--- config.mk ---
export PLATFORM = sky130hd
export DESIGN_NAME = gcbs_ram
export DESIGN_NICKNAME = d
export VERILOG_FILES = /design/src/rtl/gcbs_ram.sv
export SDC_FILE = /design/constraint.sdc
export NUM_CORES = 1
export LEC_CHECK = 0
export BUFFER_PORTS_ARGS = -buffer_cell sky130_fd_sc_hd__buf_4
export CORE_MARGIN = 1.5
export CORE_UTILIZATION = 45
export CTS_BUF_LIST = sky130_fd_sc_hd__clkbuf_8
export DETAILED_ROUTE_END_ITERATION = 8
export GPL_ROUTABILITY_DRIVEN = 1
export PLACE_DENSITY_LB_ADDON = 0.05
export SYNTH_ARGS = -nofsm -noshare
export SYNTH_HDL_FRONTEND = slang
export SYNTH_SLANG_ARGS = --single-unit
--- constraint.sdc ---
create_clock -name clk -period 2.7 [get_ports clk]
set_clock_uncertainty 0.05 [all_clocks]
set_input_delay 0 -clock clk [delete_from_list [all_inputs] [get_ports clk]]
set_output_delay 0 -clock clk [all_outputs]
set_load 0.01 [all_outputs]
--- src/rtl/gcbs_ram.sv ---
// Generic simple dual-port RAM with registered read.
module gcbs_ram #(
  parameter int WIDTH = 8,
  parameter int DEPTH = 16
) (
  input  logic                     clk,
  input  logic                     we,
  input  logic [$clog2(DEPTH)-1:0] waddr,
  input  logic [WIDTH-1:0]         wdata,
  input  logic                     re,
  input  logic [$clog2(DEPTH)-1:0] raddr,
  output logic [WIDTH-1:0]         rdata
);

  logic [WIDTH-1:0] mem [DEPTH];
  logic [WIDTH-1:0] rdata_r;

  always_ff @(posedge clk) begin
    if (we) begin
      mem[waddr] <= wdata;
    end
    if (re) begin
      rdata_r <= mem[raddr];
    end
  end

  assign rdata = rdata_r;

endmodule

==> metrics.yaml <==
syn-num-nets: 248
clk_pin_slew_ps: 70
ctsResizeCount: 0
grt_max_degree: 33
top_usage_layer: "met1"
place_area_mm2: 0.00558
wire_per_inst_um: 24.2
drtIter0Drc: 146
cp.arrival_ps: 1720
period_share_pct: 59.9
htreeDepth: 4
max_freq_ghz: 0.619
power_density_mw_per_mm2: 667
cts_hold_buf: 9
ys_types: 18
synth.avg_cell_area_um2: 22.8
diodes: 0
final-max-slew-violation-count: 0
start_util_pct: 46.0
slew_headroom_pct: 37.3
status: "complete, no violations"
start_kind: "flop"
setup_viol: 0
drt-pass1-iter-count: 4
power.leakage_nw: 1.99
netlist_instances: 229
worst_slack_ps: 1080
cts_sinks: 136
place_ws_ps: 751
clk_latency_ps: 410
rsz0062_at_grt: "no"
numCtsBuffers: 17
vdd_ir_drop_max_mv: 0.326
fin_area_mm2: 0.00597
cts_tree: "yes"
crit_required_ps: 2800
die_h_um: 111
vias: 2396
grt-ovfl-total: 0
num-fill-cells: 924
cp-end-kind: "flop"
nNetsFinal: 300
grt_usage_pct: 18.7
hpwl_um: 6470
antenna_found_initial: 0
ys_warn_count: 0
fin_crit_ps: 1620
cts_root_buffer: "clkbuf_8"
hold_viol: 0
io-pin-count: 27
grt_first_pass_wirelength_um: 15900
path_max_fanout: 1
portBuffers: 26
gr-usage-met2_pct: 26.7
maxCapViolCount: 0
cts_max_path_buffers: 2
synth_area_mm2: 0.00523
postCtsSetupBuffers: 0
synth-seq-cells: 136
fin_setup_tns_ps: 0
antenna_left: 0
final_layout_size_suffix_gt1_share_pct: 25.9
critPathKind: "reg2reg"
use_met3_pct: 5.52
grt_pass1_vias: 2540
holdCritPathClass: "in2reg"
core_area_mm2: 0.0114
drt-total-wl_um: 10500
rows: 39
via_per_inst: 5.53
gp_congestion: 0.687
tightest_slew_ps: 937
dieArea_mm2: 0.0123
chipWidth_um: 111
area_growth_pct: 14.2
ys_seq_area_share_pct: 78.1
drcViolationCount: 0
met1_usage_pct: 27.5
-- metrics by stage --
step / util, % / std cells / hold slack, ps / total power [mW]
floorplan: - / 229 / 48.9 / 2.56
global placement: 49.0 / 396 / 258 / 2.67
detailed placement: 49.0 / 396 / 257 / 2.67
CTS: 52.5 / 433 / 31.9 / 4.02
global route: 52.5 / 433 / 39.6 / 4.13
finish: 52.5 / 433 / 71.8 / 3.98
-- worst max-delay path, stage by stage (launching register included) --
cell and delay [ps]:
edfxtp_1 360, mux4_2 530, a22oi_1 310, nand2_1 110
-- kinds of logic after synthesis --
logic type / after synthesis / share of synthesized area (%)
AO/OA/AOI/OAI: 16 / 2.30
flip-flops: 136 / 78.1
buffers and inverters: 10 / 1.65
AND/OR/NAND/NOR: 35 / 3.14
multiplexers: 32 / 14.8
-- final timing paths --
path,startpoint,endpoint,slack [ps],depth (start not counted)
worst max-delay path,mem[11][0],rdata[0],1080,3
worst min-delay path,waddr[0],mem[0][1],70,3
worst max register to register,mem[11][0],rdata[0],1080,3
worst min register to register,mem[12][6],rdata[6],710,3
-- cells in the final DEF, fill, tap and decap left out --
| cell type | netlist | layout |
|---|---|---|
| bufinv_16 | 0 | 1 |
| nor2b_1 | 1 | 1 |
| clkinv_1 | 0 | 2 |
| buf_4 | 1 | 34 |
| clkbuf_8 | 0 | 17 |
| nand3_1 | 1 | 1 |
| dlygate4sd3_1 | 0 | 9 |
| and2b_1 | 1 | 1 |
| clkinv_2 | 0 | 4 |
| or3b_2 | 1 | 1 |
| inv_1 | 0 | 4 |
| nor3_1 | 4 | 4 |
| nand2b_1 | 2 | 2 |
| and2_1 | 1 | 1 |
| mux4_2 | 18 | 18 |
| mux4_1 | 14 | 14 |
| nand3b_1 | 2 | 2 |
| nor2_1 | 13 | 13 |
| a22oi_1 | 16 | 16 |
| nand2_1 | 9 | 9 |
| edfxtp_1 | 136 | 136 |
-- flip-flops by register name (all words and copies together), names as in the netlist --
register and flops:
mem 128, rdata 8
-- power breakdown --
| group | total (mW) | internal (mW) | switching [mW] | leakage [nW] |
|---|---|---|---|---|
| clock network | 1.35 | 0.678 | 0.674 | 0.176 |
| registers | 2.39 | 2.38 | 0.0114 | 1.24 |
| logic | 0.243 | 0.106 | 0.136 | 0.575 |
| total | 3.98 | 3.16 | 0.821 | 1.99 |
-- cell usage after synthesis --
| library cell | instances | area share (%) |
|---|---|---|
| or3b_2 | 1 | 0.17 |
| a22oi_1 | 16 | 2.3 |
| buf_2 | 3 | 0.29 |
| buf_4 | 1 | 0.14 |
| buf_6 | 3 | 0.65 |
| nor3_1 | 4 | 0.38 |
| mux4_1 | 14 | 7.0 |
| nor2b_1 | 1 | 0.12 |
| nand3_1 | 1 | 0.096 |
| nand2b_1 | 2 | 0.24 |
| and2b_1 | 1 | 0.14 |
| and2_1 | 1 | 0.12 |
| mux4_2 | 18 | 7.8 |
| clkdlybuf4s25_2 | 3 | 0.57 |
| nand2_1 | 9 | 0.65 |
| nor2_1 | 13 | 0.93 |
| edfxtp_1 | 136 | 78 |
| nand3b_1 | 2 | 0.29 |
-- area by class of cell --
class                      instances  area (um^2)  area share (%)
sequential                       136         4080            68.4
multi-input combinational         83         1060            17.7
timing repair buffer              43          345            5.78
clock buffer                      17          234            3.92
tap                              143          179            3.00
clock inverter                    11         72.6            1.22
-- layer usage --
| layer | part of all wire, % | wire, um |
|---|---|---|
| met1 | 48 | 5000 |
| met2 | 46 | 4790 |
| met3 | 5.2 | 545 |
| met4 | 1.3 | 140 |
| met5 | 0 | 0 |
Note: power is estimated with default switching activity, not from simulation.
