### src/rtl/gcbs_pkg.sv
// Shared types and constants of the grid cell bucket store.
package gcbs_pkg;

  localparam int MAX_SIDE        = 16;
  localparam int POOL_BLOCKS     = 8192;
  localparam int SLOTS_PER_BLOCK = 7;
  localparam int MAX_READ_BLOCKS = 64;

  localparam int CELL_W = 4;
  localparam int SIDE_W = 5;
  localparam int ID_W   = 24;
  localparam int BLK_W  = $clog2(POOL_BLOCKS);
  localparam int HDR_W  = BLK_W + 1;
  localparam int CNT_W  = 3;
  localparam int RDN_W  = $clog2(MAX_READ_BLOCKS);
  localparam int ROW_W  = HDR_W + SLOTS_PER_BLOCK * ID_W;
  localparam int FIRST_OVF = MAX_SIDE * MAX_SIDE * MAX_SIDE;

  localparam logic CMD_INSERT = 1'b0;
  localparam logic CMD_READ   = 1'b1;

  typedef enum logic [1:0] {
    ST_OK    = 2'd0,
    ST_RANGE = 2'd1,
    ST_FULL  = 2'd2,
    ST_TRUNC = 2'd3
  } status_t;

  typedef struct packed {
    logic              cmd;
    logic [CELL_W-1:0] cell_x;
    logic [CELL_W-1:0] cell_y;
    logic [CELL_W-1:0] cell_z;
    logic [ID_W-1:0]   data_id;
  } in_t;

  typedef struct packed {
    logic [1:0]       status;
    logic [CNT_W-1:0] id_count;
    logic [ID_W-1:0]  id_slot0;
    logic [ID_W-1:0]  id_slot1;
    logic [ID_W-1:0]  id_slot2;
    logic [ID_W-1:0]  id_slot3;
    logic [ID_W-1:0]  id_slot4;
    logic [ID_W-1:0]  id_slot5;
    logic [ID_W-1:0]  id_slot6;
    logic             last;
  } out_t;

  // Request from the controller to the block memory
  typedef struct packed {
    logic             we;
    logic [BLK_W-1:0] waddr;
    logic [ROW_W-1:0] wdata;
    logic             re;
    logic [BLK_W-1:0] raddr;
  } mem_req_t;

endpackage

### src/rtl/gcbs_ctrl.sv
// Sequencer: cell index, chain walk, read-modify-write and result register.
module gcbs_ctrl import gcbs_pkg::*; (
  input  logic              clk,
  input  logic              rst_n,
  input  logic [SIDE_W-1:0] grid_side,
  input  logic              in_valid,
  output logic              in_ready,
  input  in_t               in_data,
  output logic              out_valid,
  input  logic              out_ready,
  output out_t              out_data,
  output mem_req_t          mem_req,
  input  logic [ROW_W-1:0]  mem_rdata
);

  typedef enum logic [6:0] {
    S_CLEAR = 7'b0000001,
    S_IDLE  = 7'b0000010,
    S_IDX   = 7'b0000100,
    S_CHK   = 7'b0001000,
    S_RD    = 7'b0010000,
    S_EVAL  = 7'b0100000,
    S_LINK  = 7'b1000000
  } state_t;

  state_t                   state_r, state_nxt;
  logic [BLK_W-1:0]         clr_r, clr_nxt;
  logic [2*CELL_W:0]        t_r, t_nxt;
  logic [BLK_W-1:0]         blk_r, blk_nxt;
  in_t                      req_r, req_nxt;
  logic [HDR_W-1:0]         free_r, free_nxt;
  logic [RDN_W-1:0]         n_r, n_nxt;
  logic                     out_valid_r, out_valid_nxt;
  out_t                     out_r, out_nxt;

  logic                     out_free;
  logic                     bad;
  logic [HDR_W+SIDE_W-1:0]  blk_calc;
  logic [HDR_W-1:0]         hdr;
  logic [CNT_W-1:0]         cnt;
  logic [ID_W-1:0]          slot [SLOTS_PER_BLOCK];
  logic [ID_W-1:0]          oslot [SLOTS_PER_BLOCK];
  logic [ROW_W-1:0]         app_row;

  assign out_free = !out_valid_r || out_ready;
  assign bad = ({1'b0, req_r.cell_x} >= grid_side) || ({1'b0, req_r.cell_y} >= grid_side) ||
               ({1'b0, req_r.cell_z} >= grid_side);
  assign blk_calc = (HDR_W+SIDE_W)'(t_r) * (HDR_W+SIDE_W)'(grid_side)
                    + (HDR_W+SIDE_W)'(req_r.cell_z);
  assign hdr = mem_rdata[ROW_W-1 -: HDR_W];
  assign cnt = (hdr <= HDR_W'(SLOTS_PER_BLOCK)) ? hdr[CNT_W-1:0] : CNT_W'(SLOTS_PER_BLOCK);

  always_comb begin
    for (int s = 0; s < SLOTS_PER_BLOCK; s++) begin
      slot[s]  = mem_rdata[s*ID_W +: ID_W];
      oslot[s] = (s < int'(cnt)) ? slot[s] : '0;
    end
    app_row = mem_rdata;
    app_row[ROW_W-1 -: HDR_W] = hdr + HDR_W'(1);
    for (int s = 0; s < SLOTS_PER_BLOCK; s++) begin
      if (CNT_W'(s) == hdr[CNT_W-1:0]) begin
        app_row[s*ID_W +: ID_W] = req_r.data_id;
      end
    end
  end

  always_comb begin
    state_nxt     = state_r;
    clr_nxt       = clr_r;
    t_nxt         = t_r;
    blk_nxt       = blk_r;
    req_nxt       = req_r;
    free_nxt      = free_r;
    n_nxt         = n_r;
    out_valid_nxt = out_valid_r && !out_ready;
    out_nxt       = out_r;
    mem_req       = '0;

    unique case (state_r)
      S_CLEAR: begin
        mem_req.we    = 1'b1;
        mem_req.waddr = clr_r;
        clr_nxt       = clr_r + BLK_W'(1);
        if (&clr_r) begin
          state_nxt = S_IDLE;
        end
      end
      S_IDLE: begin
        if (in_valid) begin
          req_nxt   = in_data;
          state_nxt = S_IDX;
        end
      end
      S_IDX: begin
        t_nxt = (2*CELL_W+1)'((2*CELL_W+SIDE_W)'(req_r.cell_x) * (2*CELL_W+SIDE_W)'(grid_side)
                + (2*CELL_W+SIDE_W)'(req_r.cell_y));
        n_nxt     = '0;
        state_nxt = S_CHK;
      end
      S_CHK: begin
        if (out_free) begin
          if (bad) begin
            out_nxt        = '0;
            out_nxt.status = ST_RANGE;
            out_nxt.last   = 1'b1;
            out_valid_nxt  = 1'b1;
            state_nxt      = S_IDLE;
          end else begin
            blk_nxt       = blk_calc[BLK_W-1:0];
            mem_req.re    = 1'b1;
            mem_req.raddr = blk_calc[BLK_W-1:0];
            state_nxt     = S_EVAL;
          end
        end
      end
      S_RD: begin
        // hold the next block read until the result register can take it
        if (out_free) begin
          mem_req.re    = 1'b1;
          mem_req.raddr = blk_r;
          state_nxt     = S_EVAL;
        end
      end
      S_EVAL: begin
        if (req_r.cmd == CMD_INSERT) begin
          out_nxt      = '0;
          out_nxt.last = 1'b1;
          if (hdr < HDR_W'(SLOTS_PER_BLOCK)) begin
            mem_req.we    = 1'b1;
            mem_req.waddr = blk_r;
            mem_req.wdata = app_row;
            out_valid_nxt = 1'b1;
            state_nxt     = S_IDLE;
          end else if (hdr == HDR_W'(SLOTS_PER_BLOCK)) begin
            if (free_r >= HDR_W'(POOL_BLOCKS)) begin
              out_nxt.status = ST_FULL;
              out_valid_nxt  = 1'b1;
              state_nxt      = S_IDLE;
            end else begin
              mem_req.we    = 1'b1;
              mem_req.waddr = blk_r;
              mem_req.wdata = mem_rdata;
              mem_req.wdata[ROW_W-1 -: HDR_W] = free_r;
              state_nxt     = S_LINK;
            end
          end else if (hdr >= HDR_W'(POOL_BLOCKS)) begin
            out_valid_nxt = 1'b1;
            state_nxt     = S_IDLE;
          end else begin
            blk_nxt   = hdr[BLK_W-1:0];
            state_nxt = S_RD;
          end
        end else begin
          out_nxt.status   = ST_OK;
          out_nxt.id_count = cnt;
          out_nxt.id_slot0 = oslot[0];
          out_nxt.id_slot1 = oslot[1];
          out_nxt.id_slot2 = oslot[2];
          out_nxt.id_slot3 = oslot[3];
          out_nxt.id_slot4 = oslot[4];
          out_nxt.id_slot5 = oslot[5];
          out_nxt.id_slot6 = oslot[6];
          out_nxt.last     = 1'b1;
          out_valid_nxt    = 1'b1;
          state_nxt        = S_IDLE;
          if (hdr > HDR_W'(SLOTS_PER_BLOCK)) begin
            if (&n_r) begin
              out_nxt.status = ST_TRUNC;
            end else if (hdr < HDR_W'(POOL_BLOCKS)) begin
              out_nxt.last = 1'b0;
              n_nxt        = n_r + RDN_W'(1);
              blk_nxt      = hdr[BLK_W-1:0];
              state_nxt    = S_RD;
            end
          end
        end
      end
      S_LINK: begin
        // start the fresh overflow block with the one id
        mem_req.we    = 1'b1;
        mem_req.waddr = free_r[BLK_W-1:0];
        mem_req.wdata = '0;
        mem_req.wdata[ROW_W-1 -: HDR_W] = HDR_W'(1);
        mem_req.wdata[ID_W-1:0] = req_r.data_id;
        free_nxt      = free_r + HDR_W'(1);
        out_nxt       = '0;
        out_nxt.last  = 1'b1;
        out_valid_nxt = 1'b1;
        state_nxt     = S_IDLE;
      end
      default: begin
        state_nxt = S_IDLE;
      end
    endcase
  end

  always_ff @(posedge clk) begin
    if (!rst_n) begin
      state_r     <= S_CLEAR;
      clr_r       <= '0;
      free_r      <= HDR_W'(FIRST_OVF);
      out_valid_r <= 1'b0;
    end else begin
      state_r     <= state_nxt;
      clr_r       <= clr_nxt;
      free_r      <= free_nxt;
      out_valid_r <= out_valid_nxt;
    end
    t_r   <= t_nxt;
    blk_r <= blk_nxt;
    req_r <= req_nxt;
    n_r   <= n_nxt;
    out_r <= out_nxt;
  end

  assign in_ready  = (state_r == S_IDLE);
  assign out_valid = out_valid_r;
  assign out_data  = out_r;

endmodule

### config.mk
export PLATFORM = sky130hd
export DESIGN_NAME = gcbs_ctrl
export DESIGN_NICKNAME = d
export VERILOG_FILES = /design/src/rtl/gcbs_pkg.sv /design/src/rtl/gcbs_ctrl.sv
export SDC_FILE = /design/constraint.sdc
export NUM_CORES = 1
export LEC_CHECK = 0
export ABC_AREA = 0
export BUFFER_PORTS_ARGS = -buffer_cell sky130_fd_sc_hd__buf_2
export CELL_PAD_IN_SITES_DETAIL_PLACEMENT = 1
export CELL_PAD_IN_SITES_GLOBAL_PLACEMENT = 2
export CORE_MARGIN = 10
export CORE_UTILIZATION = 32
export CTS_BUF_LIST = sky130_fd_sc_hd__clkbuf_16
export DETAILED_ROUTE_END_ITERATION = 12
export PLACE_DENSITY = 0.95
export SKIP_LAST_GASP = 1
export SYNTH_ARGS = -nofsm -noshare
export SYNTH_HDL_FRONTEND = slang
export SYNTH_SLANG_ARGS = --single-unit
export TNS_END_PERCENT = 50
### constraint.sdc
create_clock -name clk -period 10.9 [get_ports clk]
set_input_delay 1.09 -clock clk [delete_from_list [all_inputs] [get_ports clk]]
set_output_delay 1.09 -clock clk [all_outputs]
set_load 0.01 [all_outputs]
==> results.txt <==
----------------------------------------------------
[Setup path]
  Worst r2r src ... t_r[3]
  Worst reg-to-reg setup slack ... 6350 ps
  Beginning of the critical path ... grid_side[4]
  Number of cells on the worst reg-to-reg path ... 13
  Critical Path RT ... 9810 ps
  Endpoint of the worst register-to-register path ... blk_r[11]
  Crit start category ... primary input
  Timing endpoint of the critical path ... mem_req[11]
  Kind of critical path ... primary input to primary output
  Endpoint arrival time on the critical path ... 5200 ps
  Critical Path Fanout Max ... 17
  Nature of the critical path endpoint ... primary output

[Pwr]
  Static leakage ... 9.45 nW
  Areal power density over the cells ... 131 nW/um^2
  Overall power ... 2.65 mW
  Largest vdd supply drop ... 0.114 mV

[Routing]
  Routed length on met1 ... 33000 um
  Final routed wire length divided by cell count ... 33.5 um
  Top routing layer in use ... met5
  Vias ... 14208
  Number of remaining DRC errors ... 0
  Antenna-violating nets left ... 0
  First DRT Iteration DRCs ... 1230
  Post-DR vias/cell ... 5.50
  DRT Wirelength ... 86500 um
  Detail Route met2 WL ... 40000 um
  Met3 Routed Length ... 8980 um
  Iteration count of the initial detailed-routing pass ... 4

[Logic synthesis]
  Post-synthesis sequential area ratio ... 51.5%
  Synthesized instance count ... 1335
  Netlist area before placement ... 15300 um^2
  Synth async-reset ratio ... 0%
  Number of flops mapped to enable cells by yosys ... 239
  Total of warnings raised by yosys ... 0
  Number of synthesized register bits ... 274
  Syn_area_per_cell ... 11.5 um^2
  Synth unique cells ... 59
  Primary flip-flop cell chosen by synthesis mapping ... sky130_fd_sc_hd__edfxtp_1
  Synthesized netlist net count ... 1665

[Clocking]
  H-Tree Depth ... 2
  Source-to-sink clock delay at the later pin of the worst-skew pair ... 550 ps
  CTS tree ... built
  Clock root buffer ... sky130_fd_sc_hd__clkbuf_16
  Post-CTS Hold Buffers ... 0
  Number of clock sinks ... 274
  Cts repair resizes ... 0
  Number of buffers inserted to repair setup after CTS ... 0
  Register clock-pin slew on the reported worst setup and hold paths ... 50 ps
  Total clock buffers created by CTS ... 37
  Worst-case clock buffer depth ... 3

[Global routing]
  Maximum number of pins on one net before global-route repair ... 80
  All-Layer GR Usage ... 28.9%
  Antenna violations before repair ... 23
  First-pass GRT wire length ... 116000 um
  Number of global-route vias before repair ... 14400
  Overflow left after global routing ... 0

[Layout]
  Most common cell after layout, fill and taps aside ... sky130_fd_sc_hd__buf_2
  Commonest non-fill, non-tap cells in the layout ... sky130_fd_sc_hd__buf_2, sky130_fd_sc_hd__edfxtp_1, sky130_fd_sc_hd__and2_1, sky130_fd_sc_hd__a22o_1, sky130_fd_sc_hd__inv_1
  Sequential cell area in the final layout ... 7880 um^2
  Fill cell total of the finished layout ... 5364
  Layout-stage area growth over the synthesis result ... 32.4%
  Design Area, Final ... 20300 um^2
  Layout Nets ... 2263
  Combined area of the multi-input logic cells ... 6830 um^2
  Proportion of layout cells with a drive suffix above 1 ... 36.6%

[Placed design]
  PortBufs ... 612
  Pre-CTS worst setup slack ... 4600 ps
  Post-detailed-placement cell area ... 19000 um^2
  HPWL Detailed ... 69300 um
  Routability congestion estimate from global placement ... 1.03

[Job]
  Maxcap violations ... 0

[Floorplanning]
  I/O pin total ... 614
  Effective utilization at floorplan ... 32.2%
  Row count ... 80
  Core Region ... 47500 um^2
  Die Wd ... 239 um
  Area enclosed by the die boundary ... 57000 um^2
  Y dimension of the die ... 239 um

[Outcome]
  Run status ... completed

[Timing]
  Setup repair after global routing missed its margin ... no
  Minimum setup slack in the final design ... 4610 ps
  Hold Violations, Final ... 0
  TNS Setup ... 0 ps
  Worst Tran Pin Value ... 1260 ps
  Final critical-path share of the clock period ... 57.7%
  Worst slew slack as a fraction of its limit ... 15.5%
  Worst slack on hold paths ... 556 ps
  Final critical path time including I/O delays and setup ... 6290 ps
  F_max ... 159 MHz
  Number of failing setup endpoints in the final timing report ... 0
  Slew Viols, Final ... 0
  Worst setup skew after layout ... 15.0 ps

[Hold path]
  Class of the worst hold path ... flip-flop to flip-flop

----------------------------------------------------
[stage by stage]
| step | std cells | util, % |
|---|---|---|
| 2_1_floorplan | 1335 | - |
| 3_3_place_gp | 2509 | 40.0 |
| 3_5_place_dp | 2509 | 40.0 |
| 4_1_cts | 2575 | 42.6 |
| 5_1_grt | 2579 | 42.6 |
| 6_report | 2584 | 42.6 |
[critical path, cell delays in order]
cell and delay (ps):
sky130_fd_sc_hd__buf_2 280, sky130_fd_sc_hd__and2_1 190, sky130_fd_sc_hd__fa_1 430, sky130_fd_sc_hd__fa_1 490, sky130_fd_sc_hd__inv_1 50, sky130_fd_sc_hd__fa_1 470
sky130_fd_sc_hd__inv_1 40, sky130_fd_sc_hd__ha_1 350, sky130_fd_sc_hd__and3_1 200, sky130_fd_sc_hd__a2111oi_0 720, sky130_fd_sc_hd__o21ai_0 200, sky130_fd_sc_hd__a21oi_1 210
sky130_fd_sc_hd__xnor2_1 190, sky130_fd_sc_hd__a22o_1 170, sky130_fd_sc_hd__buf_2 130
[logic make-up (layout without fill, tap and decap cells)]
group	count (synthesis)	after routing	share of synthesized area (%)
AND/OR/NAND/NOR	469	469	16.8
flip-flops	274	274	51.5
other	1	10	0.0245
buffers and inverters	159	784	4.32
adder cells (fa/ha/maj)	102	102	9.96
AO/OA/AOI/OAI	280	280	14.5
XOR/XNOR	44	44	2.52
multiplexers	6	6	0.425
[power breakdown]
| group | leakage (nW) | internal, mW | total (mW) | switching (mW) |
|---|---|---|---|---|
| sequential | 2.53 | 1.14 | 1.15 | 0.00983 |
| clock | 0.619 | 0.755 | 1.25 | 0.492 |
| combinational | 6.30 | 0.105 | 0.258 | 0.153 |
| total | 9.45 | 2.00 | 2.65 | 0.655 |
[worst min path at each step]
stage | endpoint | from | cells past startpoint | slack, ps
after floorplan | free_r[11] | free_r[11] | 2 | 480
final | free_r[11] | free_r[11] | 2 | 560
after global routing | clr_r[6] | clr_r[6] | 2 | 590
after global placement | clr_r[3] | clr_r[3] | 2 | 510
after detailed placement | free_r[1] | free_r[1] | 2 | 550
after CTS | free_r[1] | free_r[1] | 2 | 560
[cells in the mapped netlist (16+ instances only)]
library cell                 n  area (um^2)
sky130_fd_sc_hd__nand3_1    16         80.1
sky130_fd_sc_hd__a22o_1    179         1570
sky130_fd_sc_hd__ha_1       69          863
sky130_fd_sc_hd__nor2_1     80          300
sky130_fd_sc_hd__edfxtp_1  239         7180
sky130_fd_sc_hd__and3_1     24          150
sky130_fd_sc_hd__xnor2_1    23          201
sky130_fd_sc_hd__a21oi_1    30          150
sky130_fd_sc_hd__dfxtp_1    35          701
sky130_fd_sc_hd__inv_1      85          319
sky130_fd_sc_hd__xor2_1     21          184
sky130_fd_sc_hd__o21ai_0    18         90.1
sky130_fd_sc_hd__and2_1    210         1310
sky130_fd_sc_hd__fa_1       33          661
sky130_fd_sc_hd__clkbuf_1   49          184
sky130_fd_sc_hd__nand2_1    88          330
sky130_fd_sc_hd__buf_2      18         90.1
[area by class of cell]
cell class / count / share of cell area, %
clock buffer: 40 / 4.94
multi-input combinational: 902 / 33.7
tap: 615 / 3.80
clock inverter: 26 / 1.12
inverter: 85 / 1.57
antenna: 9 / 0.111
sequential: 274 / 38.9
timing repair buffer: 633 / 15.9
[flip-flops by register name, indices dropped and copies added (netlist names)]
name	flops
blk_r	13
out_data	174
t_r	9
n_r	6
req_r	37
clr_r	13
free_r	14
out_valid	1
state_r	7
[per-layer routing]
layer	vias up	track usage, %
met1	7203	34.3
li1	6017	-
met5	-	0
met2	795	45.8
met4	8	14.9
met3	185	9.87
Note: power is estimated with default switching activity, not from simulation.
